`src/hdl/sf4_pkg.sv`:
```
package sf4_pkg;

    typedef struct packed {
        logic signed [31:0] lane_x;
        logic signed [31:0] lane_y;
        logic signed [31:0] lane_z;
        logic signed [31:0] lane_w;
        logic [7:0]         iteration;
        logic [47:0]        distance_factor;
    } sf4_point_t;

    typedef struct packed {
        logic signed [31:0] out_x;
        logic signed [31:0] out_y;
        logic signed [31:0] out_z;
        logic signed [31:0] out_w;
        logic [47:0]        out_factor;
    } sf4_result_t;

    // One coefficient pair written by the trig sequencer.
    typedef struct packed {
        logic               we;
        logic [2:0]         plane;
        logic signed [17:0] cos_val;
        logic signed [17:0] sin_val;
    } sf4_coef_wr_t;

    typedef enum logic [2:0] {
        REG_SCALE,
        REG_OFFSET,
        REG_OFF_WIN,
        REG_ROT_CTRL,
        REG_ANG_FIRST,
        REG_ANG_SECOND,
        REG_DE_GAIN,
        REG_DE_OFFSET
    } sf4_reg_t;

    localparam int NUM_PLANES = 6;
    localparam int TRIG_STEPS = 11;
    localparam int SIN_STEPS  = 5;

    // ceil(2^41 / k); the quotient floor(d * r / 2^41) is exact for any
    // 33-bit dividend d as long as k is below 256.
    function automatic logic [40:0] recip_k(input int unsigned k);
        return 41'(((64'd1 << 41) + 64'(k) - 64'd1) / 64'(k));
    endfunction

    // Horner divisors as reciprocals: five sine steps, then six cosine steps.
    localparam logic [40:0] RECIP_K [TRIG_STEPS] = '{
        recip_k(110), recip_k(72), recip_k(42), recip_k(20), recip_k(6),
        recip_k(132), recip_k(90), recip_k(56), recip_k(30), recip_k(12), recip_k(2)
    };

    localparam logic signed [33:0] HALF_PI_Q30 = 34'sd1686629713;
    localparam logic signed [33:0] Q30_ONE     = 34'sd1073741824;
    localparam logic signed [17:0] COEF_ONE    = 18'sd65536;

    // Lane pair of each rotation plane: xy yz xz xw yw zw.
    localparam int PLANE_A [NUM_PLANES] = '{0, 1, 0, 0, 1, 2};
    localparam int PLANE_B [NUM_PLANES] = '{1, 2, 2, 3, 3, 3};

endpackage

```
`src/hdl/sf4_trig.sv`:
```
module sf4_trig (
    input  logic                  clk,
    input  logic                  rst_n,
    input  logic                  start,
    input  logic                  bank,
    input  logic [47:0]           angles,
    output logic                  busy,
    output sf4_pkg::sf4_coef_wr_t coef_wr
);
    import sf4_pkg::*;

    typedef enum logic [3:0] {
        T_IDLE, T_MULR, T_TGET, T_SQ, T_T2GET, T_HMUL,
        T_DIVINIT, T_RLO, T_RHI, T_RSUM, T_HUPD, T_SMUL, T_OUT
    } tstate_t;

    tstate_t             state_reg;
    logic [47:0]         angles_reg;
    logic                bank_reg;
    logic [1:0]          plane_reg;
    logic [3:0]          step_reg;
    logic [30:0]         t_reg;
    logic [31:0]         t2_reg;
    logic signed [33:0]  h_reg;
    logic signed [33:0]  hs_reg;
    logic signed [67:0]  mul_reg;
    logic [32:0]         dq_reg;
    logic [52:0]         lo_reg;
    logic                neg_reg;
    sf4_coef_wr_t        coef_wr_reg;

    logic [15:0]         ang;
    logic signed [33:0]  mul_a;
    logic signed [33:0]  mul_b;
    logic [67:0]         mul_mag;
    logic [40:0]         recip;
    logic [73:0]         quot_full;
    logic signed [33:0]  quot_s;
    logic signed [33:0]  h_new;
    logic signed [17:0]  s_q16;
    logic signed [17:0]  c_q16;
    logic signed [17:0]  cos_o;
    logic signed [17:0]  sin_o;

    function automatic logic signed [17:0] q16_round(input logic signed [37:0] v);
        logic [37:0] r;
        if (v < 0) begin
            r = '0;
        end else begin
            r = (v + 38'd8192) >> 14;
        end
        if (r > 38'd65536) begin
            r = 38'd65536;
        end
        return r[17:0];
    endfunction

    always_comb
    begin
        ang   = angles_reg[{plane_reg, 4'b0000} +: 16];
        recip = RECIP_K[step_reg];
        mul_a = '0;
        mul_b = '0;
        case (state_reg)
            T_MULR:
            begin
                mul_a = {20'd0, ang[13:0]};
                mul_b = HALF_PI_Q30;
            end
            T_SQ:
            begin
                mul_a = {3'd0, t_reg};
                mul_b = {3'd0, t_reg};
            end
            T_HMUL:
            begin
                mul_a = {2'd0, t2_reg};
                mul_b = h_reg;
            end
            T_RLO:
            begin
                mul_a = {1'b0, dq_reg};
                mul_b = {14'd0, recip[19:0]};
            end
            T_RHI:
            begin
                mul_a = {1'b0, dq_reg};
                mul_b = {13'd0, recip[40:20]};
            end
            T_SMUL:
            begin
                mul_a = {3'd0, t_reg};
                mul_b = hs_reg;
            end
            default:
            begin
            end
        endcase

        mul_mag   = mul_reg[67] ? 68'(-mul_reg) : 68'(mul_reg);
        // The reciprocal is applied in two halves through the shared multiplier.
        quot_full = {mul_reg[53:0], 20'd0} + 74'(lo_reg);
        // The quotient of the truncated magnitude carries the product's sign.
        quot_s    = neg_reg ? -$signed({1'b0, dq_reg}) : $signed({1'b0, dq_reg});
        h_new     = Q30_ONE - quot_s;

        s_q16 = q16_round(mul_reg[67:30]);
        c_q16 = q16_round({{4{h_reg[33]}}, h_reg});
        case (ang[15:14])
            2'd0:
            begin
                cos_o = c_q16;
                sin_o = s_q16;
            end
            2'd1:
            begin
                cos_o = -s_q16;
                sin_o = c_q16;
            end
            2'd2:
            begin
                cos_o = -c_q16;
                sin_o = -s_q16;
            end
            default:
            begin
                cos_o = s_q16;
                sin_o = -c_q16;
            end
        endcase
    end

    always_ff @(posedge clk or negedge rst_n)
    begin
        if (!rst_n)
        begin
            state_reg      <= T_IDLE;
            coef_wr_reg.we <= 1'b0;
        end
        else
        begin
            mul_reg        <= mul_a * mul_b;
            coef_wr_reg.we <= (state_reg == T_OUT);
            case (state_reg)
                T_IDLE:
                begin
                    if (start)
                    begin
                        angles_reg <= angles;
                        bank_reg   <= bank;
                        plane_reg  <= 2'd0;
                        state_reg  <= T_MULR;
                    end
                end
                T_MULR:
                begin
                    state_reg <= T_TGET;
                end
                T_TGET:
                begin
                    t_reg     <= mul_reg[44:14];
                    state_reg <= T_SQ;
                end
                T_SQ:
                begin
                    state_reg <= T_T2GET;
                end
                T_T2GET:
                begin
                    t2_reg    <= mul_reg[61:30];
                    h_reg     <= Q30_ONE;
                    step_reg  <= 4'd0;
                    state_reg <= T_HMUL;
                end
                T_HMUL:
                begin
                    state_reg <= T_DIVINIT;
                end
                T_DIVINIT:
                begin
                    dq_reg    <= mul_mag[62:30];
                    neg_reg   <= mul_reg[67];
                    state_reg <= T_RLO;
                end
                T_RLO:
                begin
                    state_reg <= T_RHI;
                end
                T_RHI:
                begin
                    lo_reg    <= mul_reg[52:0];
                    state_reg <= T_RSUM;
                end
                T_RSUM:
                begin
                    dq_reg    <= quot_full[73:41];
                    state_reg <= T_HUPD;
                end
                T_HUPD:
                begin
                    if (step_reg == 4'(SIN_STEPS - 1))
                    begin
                        hs_reg <= h_new;
                        h_reg  <= Q30_ONE;
                    end
                    else
                    begin
                        h_reg <= h_new;
                    end
                    if (step_reg == 4'(TRIG_STEPS - 1))
                    begin
                        state_reg <= T_SMUL;
                    end
                    else
                    begin
                        step_reg  <= step_reg + 4'd1;
                        state_reg <= T_HMUL;
                    end
                end
                T_SMUL:
                begin
                    state_reg <= T_OUT;
                end
                T_OUT:
                begin
                    coef_wr_reg.plane   <= (bank_reg ? 3'd3 : 3'd0) + {1'b0, plane_reg};
                    coef_wr_reg.cos_val <= cos_o;
                    coef_wr_reg.sin_val <= sin_o;
                    if (plane_reg == 2'd2)
                    begin
                        state_reg <= T_IDLE;
                    end
                    else
                    begin
                        plane_reg <= plane_reg + 2'd1;
                        state_reg <= T_MULR;
                    end
                end
                default:
                begin
                    state_reg <= T_IDLE;
                end
            endcase
        end
    end

    assign busy    = (state_reg != T_IDLE);
    assign coef_wr = coef_wr_reg;

endmodule

```
`config.mk`:
```
export PLATFORM = sky130hd
export DESIGN_NAME = sf4_trig
export DESIGN_NICKNAME = d
export VERILOG_FILES = /design/src/hdl/sf4_pkg.sv /design/src/hdl/sf4_trig.sv
export SDC_FILE = /design/constraint.sdc
export NUM_CORES = 2
export LEC_CHECK = 0
export BUFFER_PORTS_ARGS = -buffer_cell sky130_fd_sc_hd__buf_2
export CORE_MARGIN = 5
export CORE_UTILIZATION = 50
export CTS_CLUSTER_DIAMETER = 100
export CTS_CLUSTER_SIZE = 24
export DETAILED_ROUTE_END_ITERATION = 6
export PLACE_DENSITY = 0.69
export REMOVE_ABC_BUFFERS = 1
export SLEW_MARGIN = 20
export SYNTH_ARGS = -nofsm -noshare
export SYNTH_HDL_FRONTEND = slang
export SYNTH_SLANG_ARGS = --single-unit
export TNS_END_PERCENT = 10
```
`constraint.sdc`:
```
create_clock -name clk -period 14.5 [get_ports clk]
set_clock_uncertainty 0.1 [all_clocks]
set_input_delay 0.725 -clock clk [delete_from_list [all_inputs] [get_ports clk]]
set_output_delay 0.725 -clock clk [all_outputs]
set_load 0.02 [all_outputs]
```
## Yosys cells after proc, flatten, opt, wreduce, memory -nomap -nowiden

Memory sizes are Yosys's and may differ from the RTL's.
Cells that the tools add are included.

- ROM bits: 656
- Word-level logic and storage cells: 101
- Memories: 1
- Output and inout bits: 41
- Bits in registers: 385

Memory list:

| memory | words | width | read ports | clocked after memory_dff | write ports | line | source |
|---|---|---|---|---|---|---|---|
| (no name shown) | 16 | 41 | 1 | 0 | 0 | sf4_trig.sv:61 | `recip = RECIP_K[step_reg];` |

- Bitwise gates (word level): 1
- Order comparisons: 5
- Multipliers: 1
- Add/subtract/negate cells: 11
- Shift operators: 1
- Equality and inequality tests: 20
- Reduce and logical (&&, ||, !) cells: 19
- Muxes and demuxes: 25

Operators with widths:

| cell | count |
|---|---|
| 34-bit one-hot mux with 6 select lines | 1 |
| 33-bit one-hot mux with 4 select lines | 1 |
| 18-bit one-hot mux with 3 select lines | 2 |
| 41-bit two-way mux | 2 |
| 74-bit by 53-bit adder with 74-bit output | 1 |
| 34-bit by 34-bit multiplier with 68-bit output | 1 |
| 34-bit two-way mux | 2 |
| 34-bit one-hot mux with 2 select lines | 1 |
| 33-bit one-hot mux with 2 select lines | 1 |
| 63-bit two-way mux | 1 |
| 63-bit negation | 1 |
| 4-bit one-hot mux with 13 select lines | 1 |
| 24-bit by 17-bit greater-than comparator with 1-bit output, second input constant | 2 |
| 24-bit two-way mux | 2 |
| 48-bit by 7-bit indexed part select with 16-bit output | 1 |
| 38-bit by 14-bit adder with 38-bit output, second input constant | 1 |
| 38-bit by 1-bit < comparator with 1-bit output, second input constant | 1 |
| 18-bit two-way mux | 2 |
| 18-bit negation | 2 |
| 34-bit by 15-bit adder with 35-bit output, second input constant | 1 |
| 34-bit by 1-bit < comparator with 1-bit output, second input constant | 1 |
| 33-bit negation with 34-bit output | 1 |
| 32-bit by 34-bit subtractor with 34-bit output, first input constant | 1 |
| 4-bit == test, second input constant | 6 |
| 24 further kinds | 47 |

## Longest topological paths before layout

- Depth in word-level cells: 6
- Gate-level depth with buffers: 37

## Least setup slack after synthesis

Ideal clock, no wire load.

- Path kind: reg2reg
- Start point: register step_reg[1]
- End point: register mul_reg[67], data pin
- Data required time: 14138 ps
- Path buffers: 2
- Path slack: 5197 ps
- Setup time: 262 ps
- Stages on the path, launching flop included: 35
- Arrival time: 8941 ps
- Cell sequence: edfxtp_1 inv_1 ha_1 clkbuf_1 a21oi_1 a22oi_1 nor2_1 a221oi_1 clkbuf_1 nor2_1 fa_1 fa_1 inv_1 fa_1 inv_1 fa_1 inv_1 fa_1 inv_1 fa_1 fa_1 inv_1 fa_1 inv_1 ha_1 a21o_1 a31oi_1 a21oi_1 or2_2 o21ai_0 o21bai_1 a32o_1 a31o_2 a211oi_1 xnor2_1

- Longest elaborated chain between the ends: 6

Ends and longest elaborated chain:

| item | line | source |
|---|---|---|
| start, declared | sf4_trig.sv:21 | `logic [3:0] step_reg;` |
| start signal, assigned | sf4_trig.sv:216 | `step_reg <= step_reg + 4'd1;` |
| 4-bit inverter with 5-bit output (implied by the code) | sf4_trig.sv:61 |  |
| memory 16 x 41 bit | -- |  |
| 41-bit two-way mux (implied by the code) (2 in a row) | sf4_trig.sv:61 |  |
| 34-bit one-hot mux with 6 select lines | sf4_trig.sv:64 | `case (state_reg)` |
| 34-bit by 34-bit multiplier with 68-bit output | sf4_trig.sv:142 | `mul_reg <= mul_a * mul_b;` |
| end signal, assigned | sf4_trig.sv:142 |  |
| end, declared | sf4_trig.sv:26 | `logic signed [67:0] mul_reg;` |

Every way passes these cells. The select of a mux whose other input is x is not followed.
A chain may end at the register's enable or synchronous reset.

## Worst setup path in the final report

- Start point: register state_reg[3]
- End point: register mul_reg[64], data pin

- Longest elaborated chain between the ends: 4
- Elaborated cells between the ends (all ways): 11

Ends and longest elaborated chain:

| item | line | source |
|---|---|---|
| start, declared | sf4_trig.sv:17 | `tstate_t state_reg;` |
| start signal, assigned | sf4_trig.sv:137 | `state_reg <= T_IDLE;` |
| start signal, assigned | sf4_trig.sv:152 | `state_reg <= T_MULR;` |
| start signal, assigned | sf4_trig.sv:157 | `state_reg <= T_TGET;` |
| 4-bit == test (tied with other cells) | sf4_trig.sv:64 |  |
| 2-bit OR reduction (no source line) | -- |  |
| 33-bit one-hot mux with 4 select lines | sf4_trig.sv:64 |  |
| 34-bit by 34-bit multiplier with 68-bit output (*) | sf4_trig.sv:142 |  |

Mark *: on every way between the ends. The rest lies on a longest branch, timed or not.

==> flow_summary_export.csv <==
group,metric,value,unit
timing,drv_slew,0,
worst_setup_path,path_delay_family,"adder cells",
synthesis,synth_edf_count,360,
die,dieArea,0.120,mm^2
status,status,"finished clean",
layout,final_cell_mix,"inv_1, fa_1, nor2_1",
place,gp_congestion,1.00,
clocking,cts_buffers,19,
detailed_routing,ant_nets,0,
synthesis,synthAdderAreaFrac,43.1,%
timing,final.min_clock_period,11.87,ns
clocking,htreeDepth,1,
die,start_util,50.4,%
synthesis,synth-simple-area-share,14.7,%
synthesis,muxShareOfSynthArea,0.969,%
worst_setup_path,critical_path_class,"reg2reg",
die,fp-row-count,123,
layout,final_common_cell,"inv_1",
timing,min_period_over_period,81.9,%
synthesis,ys_async_sr_fraction,1.37,%
worst_setup_path,slowest_delay,1.05,ns
clocking,clock_latency,0.57,ns
clocking,clock_sinks,365,
timing,slew_headroom,14.1,%
die,fp.coreArea,0.113,mm^2
clocking,clock_path_buffers,3,
flow_run,cap_violations,0,
hold_path,whs_endpoint,"angles_reg[16]$_DFFE_PP_",
clocking,clkTransAtPathRegs,0.09,ns
timing,finalSetupTns,0,ns
global_route,antenna_found_initial,3,
timing,finalHoldViolations,0,
global_route,grt_use_total,30.7,%
synthesis,synth_top_family_by_area,"adder cells",
worst_setup_path,r2r_start,"state_reg[3]$_DFFE_PN0N_",
timing,hold_ws,0.243,ns
synthesis,netlist_instances,6142,
hold_path,min_from,"angles[16]",
clocking,cts_resized,0,
worst_setup_path,cp-end-kind,"register",
synthesis,syn_area,0.0568,mm^2
worst_setup_path,crit_fanout,15,
detailed_routing,firstDrtPassIters,7,
synthesis,ys_seq_area_share,19.3,%
layout,drive_above_1_share,5.95,%
place,dp_hpwl,142000,um
worst_setup_path,regToRegSetupSlack,2.63,ns
synthesis,ys.warnings.count,0,
detailed_routing,drt_iter0_markers,5017,
worst_setup_path,crit_slowest_cell,"a2111oi_2",
detailed_routing,wirelength,186000,um
synthesis,yosys.area.top_type_share,35.0,%
clocking,cts_tree,"yes",
global_route,grt_overflow,0,
timing,tightest_slew,1.28,ns
global_route,grt_pass1_wl,282000,um
worst_setup_path,cp_num_buf_inv,5,
die,die_y,347,um
synthesis,synth_area_per_cell,9.25,um^2
layout,largest_register_ffs,68,
worst_setup_path,r2r-end,"mul_reg[64]$_DFFE_PP_",
global_route,grt_pass1_vias,45989,
die,die_w,347,um
layout,area_growth,5.05,%
worst_setup_path,start_kind,"register",
hold_path,holdCritPathClass,"in2reg",
synthesis,yosysTopAreaCell,"fa_1",
worst_setup_path,rr_worst_depth,28,
timing,rsz0062_at_grt,"no",
synthesis,synth-compound-area-share,8.37,%
place,portBuffers,92,
synthesis,synth_seq_cells,365,
detailed_routing,num_vias,45144,
clocking,cts_post_setup_buffers_inserted,0,
detailed_routing,routedWlPerCell,24.6,um
worst_setup_path,crit_arrival,12.11,ns
synthesis,synthXorXnorAreaFrac,3.68,%
worst_setup_path,crit_top_cell,"fa_1",
layout,finalNetCount,7472,
worst_setup_path,crit_required,14.74,ns
worst_setup_path,worstSetupPathDepth,28,
synthesis,ys.flop_type,"edfxtp_1",
detailed_routing,drcViolationCount,0,
hold_path,holdPathStages,1,
synthesis,ys_types,97,
timing,finalSetupViolCount,0,
die,ios,93,
synthesis,synth.area.top_cells,"fa_1, edfxtp_1, ha_1, inv_1, nor2_1",
detailed_routing,viasPerCell,5.96,
global_route,grt_max_degree,64,
timing,fmax,84.2,MHz
layout,fillers,10193,
clocking,cts_root_buffer,"clkbuf_16",
-- worst reg2reg max path: cells and delay by family (launching register included) --
family	cells	cell delay, ns
flops	1	0.67
fa+ha+maj	9	4.93
compound gates	7	4.00
buf+inv	5	0.26
simple gates	7	1.71
-- layout make-up --
class	count	area, um^2	share of cell area, %
repair buffers	226	1490	2.50
well taps	1500	1880	3.15
multi-input cells	4305	40500	67.9
clock inverters	4	32.5	0.0545
diodes	4	10.0	0.0168
flip-flops and latches	365	10900	18.3
inverters	1143	4290	7.19
clock buffers	23	500	0.839
-- layer usage --
| layer | vias up | global-route usage, % | share of wire, % |
|---|---|---|---|
| met5 | - | 0 | 0.0048 |
| met4 | 2 | 15.7 | 7.0 |
| met2 | 2599 | 48.1 | 45 |
| met3 | 653 | 7.28 | 12 |
| li1 | 19120 | - | - |
| met1 | 22770 | 40.0 | 37 |
-- how the worst max path moves through the flow --
stage                                  to                     start  slack [ns]
floorplan           mul_reg[67]$_DFFE_PP_  state_reg[0]$_DFFE_PN0N_        3.68
global placement    mul_reg[64]$_DFFE_PP_  state_reg[3]$_DFFE_PN0N_        3.04
detailed placement  mul_reg[64]$_DFFE_PP_  state_reg[2]$_DFFE_PN0N_        2.89
CTS                 mul_reg[64]$_DFFE_PP_  state_reg[2]$_DFFE_PN0N_        2.82
global route        mul_reg[64]$_DFFE_PP_  state_reg[2]$_DFFE_PN0N_        2.16
finish              mul_reg[64]$_DFFE_PP_  state_reg[3]$_DFFE_PN0N_        2.63
-- what timing repair did --
item                                    in CTS  in global routing
endpoints found under the setup margin       0                  0
hold endpoints to repair                     5                  0
hold buffers                                 1                  0
-- kinds of logic (layout without fill, tap and decap cells) --
kind of cell | after synthesis | after routing
AO/OA/AOI/OAI | 720 | 720
XOR/XNOR | 238 | 238
adder cells (fa/ha/maj) | 1360 | 1360
buffers and inverters | 1482 | 1396
flip-flops | 365 | 365
multiplexers | 54 | 54
other | 2 | 16
AND/OR/NAND/NOR | 1921 | 1921
-- metrics by stage --
| step | area (um^2) | utilization, % | std cells | setup slack [ns] |
|---|---|---|---|---|
| floorplan | 55500 | - | 5813 | 3.68 |
| global placement | 59100 | 52.4 | 7535 | 3.04 |
| detailed placement | 59100 | 52.4 | 7537 | 2.89 |
| CTS | 59600 | 52.9 | 7565 | 2.82 |
| global route | 59700 | 53.0 | 7566 | 2.16 |
| finish | 59700 | 53.0 | 7570 | 2.63 |
-- synthesized netlist by cell type (all sizes together) (19+ instances only) --
cell type,n
inv,1142
fa,992
nor2,757
nand2,729
ha,368
edfxtp,360
clkbuf,297
a21oi,206
o21ai,142
xnor2,142
xor2,96
nand3,73
a21o,63
mux2i,46
and2,45
buf,42
nand4,42
nor2b,40
and3,39
a22oi,37
nor3,37
o31ai,37
nand2b,35
or2,35
o21a,29
nor4,25
a31oi,21
or3,20
a211oi,19
Power is not shown: default switching activity piles up to over one toggle a cycle in this logic, so the estimate is an artifact.
